`src/hw/rtl/hard_sphere_collision_prediction_unit_assert.svh`:
```
// assertion helpers, clocked on clk_i and disabled while rst_ni is low
`ifndef HARD_SPHERE_COLLISION_PREDICTION_UNIT_ASSERT_SVH
`define HARD_SPHERE_COLLISION_PREDICTION_UNIT_ASSERT_SVH

// same-cycle implication
`define HSCP_ASSERT_IMP(lbl, ante, cons, msg) \
  lbl: assert property (@(posedge clk_i) disable iff (!rst_ni) (ante) |-> (cons)) \
    else $error(msg);

// next-cycle implication
`define HSCP_ASSERT_NXT(lbl, ante, cons, msg) \
  lbl: assert property (@(posedge clk_i) disable iff (!rst_ni) (ante) |=> (cons)) \
    else $error(msg);

`endif

```
`src/hw/rtl/hscp_pkg.sv`:
```
`default_nettype none

package hscp_pkg;

  localparam int REM_W = 68;
  localparam int SRC_W = 128;

  localparam logic KIND_REF  = 1'b0;
  localparam logic KIND_CAND = 1'b1;

  // register index, taken from paddr[2]
  localparam logic REG_BOX     = 1'b0;
  localparam logic REG_CONTACT = 1'b1;

  typedef enum logic {
    ITER_DIV,
    ITER_SQRT
  } iter_mode_e;

  typedef struct packed {
    logic       start;
    iter_mode_e mode;
    logic [6:0] steps;
  } iter_req_t;

endpackage

`default_nettype wire

```
`src/hw/rtl/hscp_iter.sv`:
```
`default_nettype none

module hscp_iter import hscp_pkg::*; (
  input  logic             clk_i,
  input  logic             rst_ni,
  input  iter_req_t        req_i,
  input  logic [REM_W-1:0] rem_i,
  input  logic [SRC_W-1:0] src_i,
  input  logic [63:0]      div_i,
  output logic             done_o,
  output logic [REM_W-1:0] rem_o,
  output logic [63:0]      quo_o
);

  logic             busy_q;
  logic [6:0]       cnt_q;
  iter_mode_e       mode_q;
  logic [REM_W-1:0] rem_q;
  logic [SRC_W-1:0] src_q;
  logic [63:0]      quo_q;
  logic [63:0]      div_q;

  logic [REM_W-1:0] rem_sh;
  logic [REM_W-1:0] trial;
  logic [REM_W-1:0] diff;
  logic             ge;

  // restoring step: one bit of quotient or one bit of root
  always_comb begin
    if (mode_q == ITER_SQRT) begin
      rem_sh = {rem_q[REM_W-3:0], src_q[SRC_W-1 -: 2]};
      trial  = {2'b00, quo_q, 2'b01};
    end else begin
      rem_sh = {rem_q[REM_W-2:0], src_q[SRC_W-1]};
      trial  = {4'b0000, div_q};
    end
    ge   = rem_sh >= trial;
    diff = rem_sh - trial;
  end

  always_ff @(posedge clk_i or negedge rst_ni) begin
    if (!rst_ni) begin
      busy_q <= 1'b0;
      cnt_q  <= '0;
    end else if (req_i.start) begin
      busy_q <= 1'b1;
      cnt_q  <= req_i.steps;
    end else if (busy_q) begin
      if (cnt_q == '0) begin
        busy_q <= 1'b0;
      end else begin
        cnt_q <= cnt_q - 7'd1;
      end
    end
  end

  always_ff @(posedge clk_i) begin
    if (req_i.start) begin
      mode_q <= req_i.mode;
      rem_q  <= rem_i;
      src_q  <= src_i;
      quo_q  <= '0;
      div_q  <= div_i;
    end else if (busy_q && cnt_q != '0) begin
      rem_q <= ge ? diff : rem_sh;
      quo_q <= {quo_q[62:0], ge};
      src_q <= (mode_q == ITER_SQRT) ? (src_q << 2) : (src_q << 1);
    end
  end

  assign done_o = busy_q && cnt_q == '0;
  assign rem_o  = rem_q;
  assign quo_o  = quo_q;

endmodule

`default_nettype wire

```
`config.mk`:
```
export PLATFORM = sky130hd
export DESIGN_NAME = hscp_iter
export DESIGN_NICKNAME = d
export VERILOG_FILES = /design/src/hw/rtl/hard_sphere_collision_prediction_unit_assert.svh /design/src/hw/rtl/hscp_pkg.sv /design/src/hw/rtl/hscp_iter.sv
export SDC_FILE = /design/constraint.sdc
export NUM_CORES = 1
export LEC_CHECK = 0
export ABC_AREA = 1
export BUFFER_PORTS_ARGS = -buffer_cell sky130_fd_sc_hd__buf_2
export CAP_MARGIN = 0
export CELL_PAD_IN_SITES_DETAIL_PLACEMENT = 1
export CELL_PAD_IN_SITES_GLOBAL_PLACEMENT = 2
export CORE_ASPECT_RATIO = 0.9
export CORE_MARGIN = 1.5
export CORE_UTILIZATION = 34
export CTS_BUF_LIST = sky130_fd_sc_hd__clkbuf_16
export DETAILED_ROUTE_END_ITERATION = 16
export PLACE_DENSITY = 0.92
export SLEW_MARGIN = 20
export SYNTH_ARGS = -nofsm -noshare
export SYNTH_HDL_FRONTEND = slang
export SYNTH_SLANG_ARGS = --single-unit
export TNS_END_PERCENT = 30
```
`constraint.sdc`:
```
create_clock -name clk_i -period 16.3 [get_ports clk_i]
set_clock_uncertainty 0.2 [all_clocks]
set_input_delay 1.63 -clock clk_i [delete_from_list [all_inputs] [get_ports clk_i]]
set_output_delay 1.63 -clock clk_i [all_outputs]
set_load 0.05 [all_outputs]
```
### After elaboration in Yosys (flattened, before gate mapping)

Cells that the tools add are included.

| storage, ports and cells | value |
|---|---|
| register bits after elaboration | 333 |
| bits in latches | 0 |
| bits in writable memories | 0 |
| ROM bits | 0 |
| bits of input ports | 271 |
| output and inout bits | 133 |
| memories kept | 0 |

| operators by class | value |
|---|---|
| $add $sub $neg | 2 |
| $mul | 0 |
| divide/modulo/power cells | 0 |
| magnitude comparators | 1 |
| eq/ne operators | 1 |
| shifts and indexed selects | 0 |
| multiplexer cells | 14 |
| bitwise operators | 0 |
| reduce and logical (&&, ||, !) cells | 7 |

Operator list:

| kind | number |
|---|---|
| $mux W128 | 3 |
| $mux W68 | 4 |
| $ge A68 B68 Y1 | 1 |
| $sub A68 B68 Y68 | 1 |
| $mux W66 | 1 |
| $mux W7 | 3 |
| $logic_not A7 Y1 | 1 |
| $reduce_bool A7 Y1 | 1 |
| $sub A7 B1 Y7 const B | 1 |
| $reduce_bool A2 Y1 | 2 |
| $mux W1 | 3 |
| $logic_and A1 B1 Y1 | 2 |
| $ne A2 B2 Y1 const B | 1 |
| $reduce_and A2 Y1 | 1 |

### Logic depth before layout (Yosys ltp)

| depth | value |
|---|---|
| depth after elaboration | 5 |
| depth in mapped cells | 25 |
| depth with buffers taken out | 22 |

### Worst setup path before layout

Ideal clock, no wire load.

| timing path | value |
|---|---|
| path type | input -> register |
| start point | in req_i[8] in the netlist's numbering |
| end point | reg busy_q |
| setup time | 0.732 ns |
| arrival | 7.591 ns |
| data required time | 15.368 ns |
| path slack | 7.777 ns |
| stages | 4 |
| cell sequence | clkbuf_1 -> nor2_1 -> inv_1 -> clkbuf_1 |

| between the ends | value |
|---|---|
| longest elaborated chain between the ends | 1 |

Ends and longest elaborated chain:

| item | line | source |
|---|---|---|
| from (decl) | hscp_iter.sv:6 | `input iter_req_t req_i,` |
| $mux W1 | hscp_iter.sv:45 | `end else if (req_i.start) begin` |
| to (signal assigned) | hscp_iter.sv:43 | `busy_q <= 1'b0;` |
| to (signal assigned) | hscp_iter.sv:46 | `busy_q <= 1'b1;` |
| to (signal assigned) | hscp_iter.sv:50 | `busy_q <= 1'b0;` |
| to (decl) | hscp_iter.sv:15 | `logic busy_q;` |

No other way between the ends.
A chain may end at the register's enable or synchronous reset.

### Worst setup path after layout

| timing path | value |
|---|---|
| start point | reg mode_q |
| end point | reg rem_q[34], in the netlist rem_o[34], data pin |

| between the ends | value |
|---|---|
| longest elaborated chain between the ends | 5 |
| elaborated cells between the ends (all ways) | 7 |

Ends and longest elaborated chain:

| item | line | source |
|---|---|---|
| from (decl) | hscp_iter.sv:17 | `iter_mode_e mode_q;` |
| from (signal assigned) | hscp_iter.sv:59 | `mode_q <= req_i.mode;` |
| $mux W68 / $mux W66 (equally long branches) | hscp_iter.sv:30 | `if (mode_q == ITER_SQRT) begin` |
| $sub A68 B68 Y68 / $ge A68 B68 Y1 (equally long branches) | hscp_iter.sv:38, hscp_iter.sv:37 |  |
| $mux W68 * | hscp_iter.sv:65 | `rem_q <= ge ? diff : rem_sh;` |
| $mux W68 * | hscp_iter.sv:64 | `end else if (busy_q && cnt_q != '0) begin` |
| $mux W68 * | hscp_iter.sv:58 | `if (req_i.start) begin` |
| to (signal assigned) | hscp_iter.sv:60 | `rem_q <= rem_i;` |
| to (signal assigned) | hscp_iter.sv:65 |  |
| to (decl) | hscp_iter.sv:18 | `logic [REM_W-1:0] rem_q;` |

Every way passes the cells marked *; elsewhere a longest branch is shown, timed or not. The select of a mux whose other input is x is not followed.

==> flow_summary.yaml <==
run_status:
  run_status: "finished, final reports clean"
layout:
  design.final.nets: 3883
  mostFrequentLayoutCell: "sky130_fd_sc_hd__nand2_1"
  nFillCells: 8543
  final_util: 0.405
  syn_to_final_growth_pct: 17.7
  layout.cells.most_common_list: "sky130_fd_sc_hd__nand2_1 (1060), sky130_fd_sc_hd__inv_1 (482), sky130_fd_sc_hd__buf_2 (402)"
  multiInputGateArea_um2: 10800
  drive_above_1_share: 0.160
  postLayoutCellArea_um2: 26500
  register_area_um2: 9320
setup_path:
  endpoint_kind: "register"
  r2r-start: "mode_q"
  startpoint_type: "register"
  setup.worst_path.class: "reg -> reg"
  cp.required_ns: 16.42
  rr_endpoint: "rem_o[34]"
  crit_fanout: 226
  critPathArrivalTime_ns: 6.56
  rrSetupSlack_ns: 9.85
  critPathLaunch: "mode_q"
  critPathCapture: "rem_o[34]"
  worst-r2r-cell-count: 17
placed_design:
  dpl.hpwl_mm: 61.8
  io_buffers: 403
  routabilityCongestion: 0.956
  place_area_um2: 25100
routing:
  wl_mm: 82.1
  drc: 0
  dr.first_iter.drc_count: 1375
  antenna_left: 0
  num_vias: 22000
  number_of_iterations_in_the_first_detailed_routing_pass: 5
  avgViaCountPerCell: 4.94
  drt-wirelength-per-cell_um: 18.5
synthesis:
  synth-seq-area-share: 0.414
  synth_ff_type: "sky130_fd_sc_hd__edfxtp_1"
  async_flop_share: 0.0240
  syn_inst: 3225
  synth-seq-cells: 333
  yosys-top-cells-area: "sky130_fd_sc_hd__edfxtp_1 (35%), sky130_fd_sc_hd__nand2_1 (18%), sky130_fd_sc_hd__inv_1 (7.9%)"
  yosys_warnings: 0
  synth_top_cell_area_share: 0.348
  yosys.area.top_type: "sky130_fd_sc_hd__edfxtp_1"
  synth.lib_cells_used.distinct: 44
  post_synth_instance_area_um2: 22500
  synth-edff-count: 261
  syn_avg_cell_area_um2: 6.98
  synthesis.nets: 3565
timing:
  finalSetupViolCount: 0
  fmax_ghz: 0.155
  rsz0062_at_grt: "no"
  total_negative_setup_slacks_ns: 0
  period_utilization: 0.396
  period_minus_slack_ns: 6.45
  worstMarginPinSlew_ns: 1.05
  timing.max_slew.rel_slack: 0.299
  timing_max_transition_violations_final: 0
  final_count_of_hold_timing_violations: 0
clock_network:
  clock-sinks: 333
  post_cts_buffers: 0
  cts_resized: 0
  maximum_clock_path_buffer_count: 3
  root_buffer_master: "sky130_fd_sc_hd__clkbuf_16"
  clk_latency_ns: 0.58
  cts_hold_repair.buffers: 0
  numCtsBuffers: 41
  worst_setup_hold_path_clk_slew_ns: 0.06
  cts_tree: "built"
  cts-htree-levels: 2
global_route:
  grtUsageMet1: 0.318
  number_of_antenna_violations_at_the_first_check_in_global_routing: 13
  top_usage_layer: "met2"
  met2_usage: 0.398
  grt_start_max_net_pins: 227
  grt_usage: 0.237
  use_met3: 0.0446
  grt_first_pass_wirelength_mm: 126
  overflow: 0
  first_global_vias: 22300
hold_path:
  hp-class: "reg -> reg"
die:
  die-area_um2: 67800
  starting_utilization_of_the_core_area: 0.344
  ios: 404
  fp-row-count: 89
  floorplan.die.height_um: 247
  coreArea_um2: 65500
  dieWidth_um: 274
power_and_ir_drop:
  p_leak_uw: 0.0132
  total_power_uw: 4290
  pwr_density_cell_nw_per_um2: 162
  power.ir.vdd_worst_uv: 80.4
job:
  maxCapViolCount: 0
stage by stage:
stage	hold slack (ns)	setup slack, ns	instances
6_report	0.312	9.85	4446
4_1_cts	0.318	9.86	4439
3_3_place_gp	0.298	10.08	4364
2_1_floorplan	0.283	7.78	3225
3_5_place_dp	0.308	9.93	4364
5_1_grt	0.350	9.36	4443
cell type report:
class,instances,area share
Multi-Input combinational cell,2273,0.407
Sequential cell,333,0.352
Timing Repair Buffer,412,0.0801
Inverter,482,0.0688
Tap cell,864,0.0408
Clock buffer,41,0.0387
Clock inverter,34,0.0123
Antenna cell,7,0.000661
registers in the layout, indices dropped and copies added, names as in the netlist:
| register | count |
|---|---|
| src_q | 128 |
| rem_o | 68 |
| div_q | 64 |
| quo_o | 64 |
| cnt_q | 7 |
| busy_q | 1 |
| mode_q | 1 |
Yosys cell counts, types with 2 or more instances:
library cell / instances
sky130_fd_sc_hd__clkbuf_1: 91
sky130_fd_sc_hd__buf_6: 5
sky130_fd_sc_hd__ha_1: 68
sky130_fd_sc_hd__nor3_1: 8
sky130_fd_sc_hd__o221ai_1: 2
sky130_fd_sc_hd__nor2_2: 9
sky130_fd_sc_hd__nor2_1: 250
sky130_fd_sc_hd__nand3_1: 188
sky130_fd_sc_hd__o22ai_1: 62
sky130_fd_sc_hd__nand3b_1: 22
sky130_fd_sc_hd__inv_2: 8
sky130_fd_sc_hd__buf_4: 4
sky130_fd_sc_hd__o211ai_1: 3
sky130_fd_sc_hd__xor2_1: 4
sky130_fd_sc_hd__nand2_2: 10
sky130_fd_sc_hd__or2_2: 67
sky130_fd_sc_hd__a21oi_1: 310
sky130_fd_sc_hd__o21ai_0: 142
sky130_fd_sc_hd__inv_1: 472
sky130_fd_sc_hd__dfrtp_1: 8
sky130_fd_sc_hd__nand4_1: 9
sky130_fd_sc_hd__o21bai_1: 6
sky130_fd_sc_hd__dfxtp_1: 64
sky130_fd_sc_hd__xnor2_1: 36
sky130_fd_sc_hd__a21o_1: 2
sky130_fd_sc_hd__nand2_1: 1060
sky130_fd_sc_hd__buf_1: 7
sky130_fd_sc_hd__nor2_4: 3
sky130_fd_sc_hd__edfxtp_1: 261
sky130_fd_sc_hd__buf_2: 30
power breakdown:
| group | total [uW] | leakage (uW) | internal (uW) | switching [uW] |
|---|---|---|---|---|
| combinational | 2180 | 0.00921 | 640 | 1540 |
| sequential | 1180 | 0.00330 | 1090 | 88.3 |
| clock | 927 | 0.000693 | 541 | 386 |
| total | 4290 | 0.0132 | 2280 | 2010 |
how the worst min path moves through the flow:
| stage | from | end | slack (ns) | cells after the start |
|---|---|---|---|---|
| floorplan | cnt_q[0] | cnt_q[0] | 0.28 | 1 |
| global placement | cnt_q[0] | cnt_q[0] | 0.30 | 1 |
| detailed placement | quo_o[44] | quo_o[44] | 0.31 | 2 |
| CTS | quo_o[44] | quo_o[44] | 0.32 | 2 |
| global route | quo_o[35] | quo_o[35] | 0.35 | 2 |
| finish | quo_o[44] | quo_o[44] | 0.31 | 2 |
metal layers:
metal,part of all wire,wire [um]
met2,0.47,38600
met5,0.00097,80
met4,0.017,1410
met1,0.46,37600
met3,0.055,4490
worst max-delay path, stage by stage, from the launching register on:
cell	delay [ns]
sky130_fd_sc_hd__edfxtp_1	0.39
sky130_fd_sc_hd__buf_4	0.78
sky130_fd_sc_hd__buf_12	0.70
sky130_fd_sc_hd__o21ai_0	0.29
sky130_fd_sc_hd__ha_1	0.42
sky130_fd_sc_hd__nand2_1	0.12
sky130_fd_sc_hd__nor2_2	0.18
sky130_fd_sc_hd__nand2_1	0.15
sky130_fd_sc_hd__nor2_1	0.13
sky130_fd_sc_hd__nand2_1	0.08
sky130_fd_sc_hd__nand3_2	0.16
sky130_fd_sc_hd__nand2_1	0.09
sky130_fd_sc_hd__nand2_2	0.10
sky130_fd_sc_hd__nand3_4	0.65
sky130_fd_sc_hd__nand2_4	1.02
sky130_fd_sc_hd__nand2_1	0.15
sky130_fd_sc_hd__nand3_1	0.11
sky130_fd_sc_hd__nand2_1	0.06
kinds of logic (layout without fill, tap and decap cells):
logic type / after synthesis / count (layout) / share of synthesized area
mux: 1 / 1 / 0.000445
compound gates: 529 / 529 / 0.123
xor+xnor: 40 / 40 / 0.0156
other cells: 0 / 7 / 0
simple gates: 1634 / 1634 / 0.301
flops: 333 / 333 / 0.414
fa+ha+maj: 69 / 69 / 0.0387
buf+inv: 619 / 969 / 0.107
(Power assumes the default switching activity.)
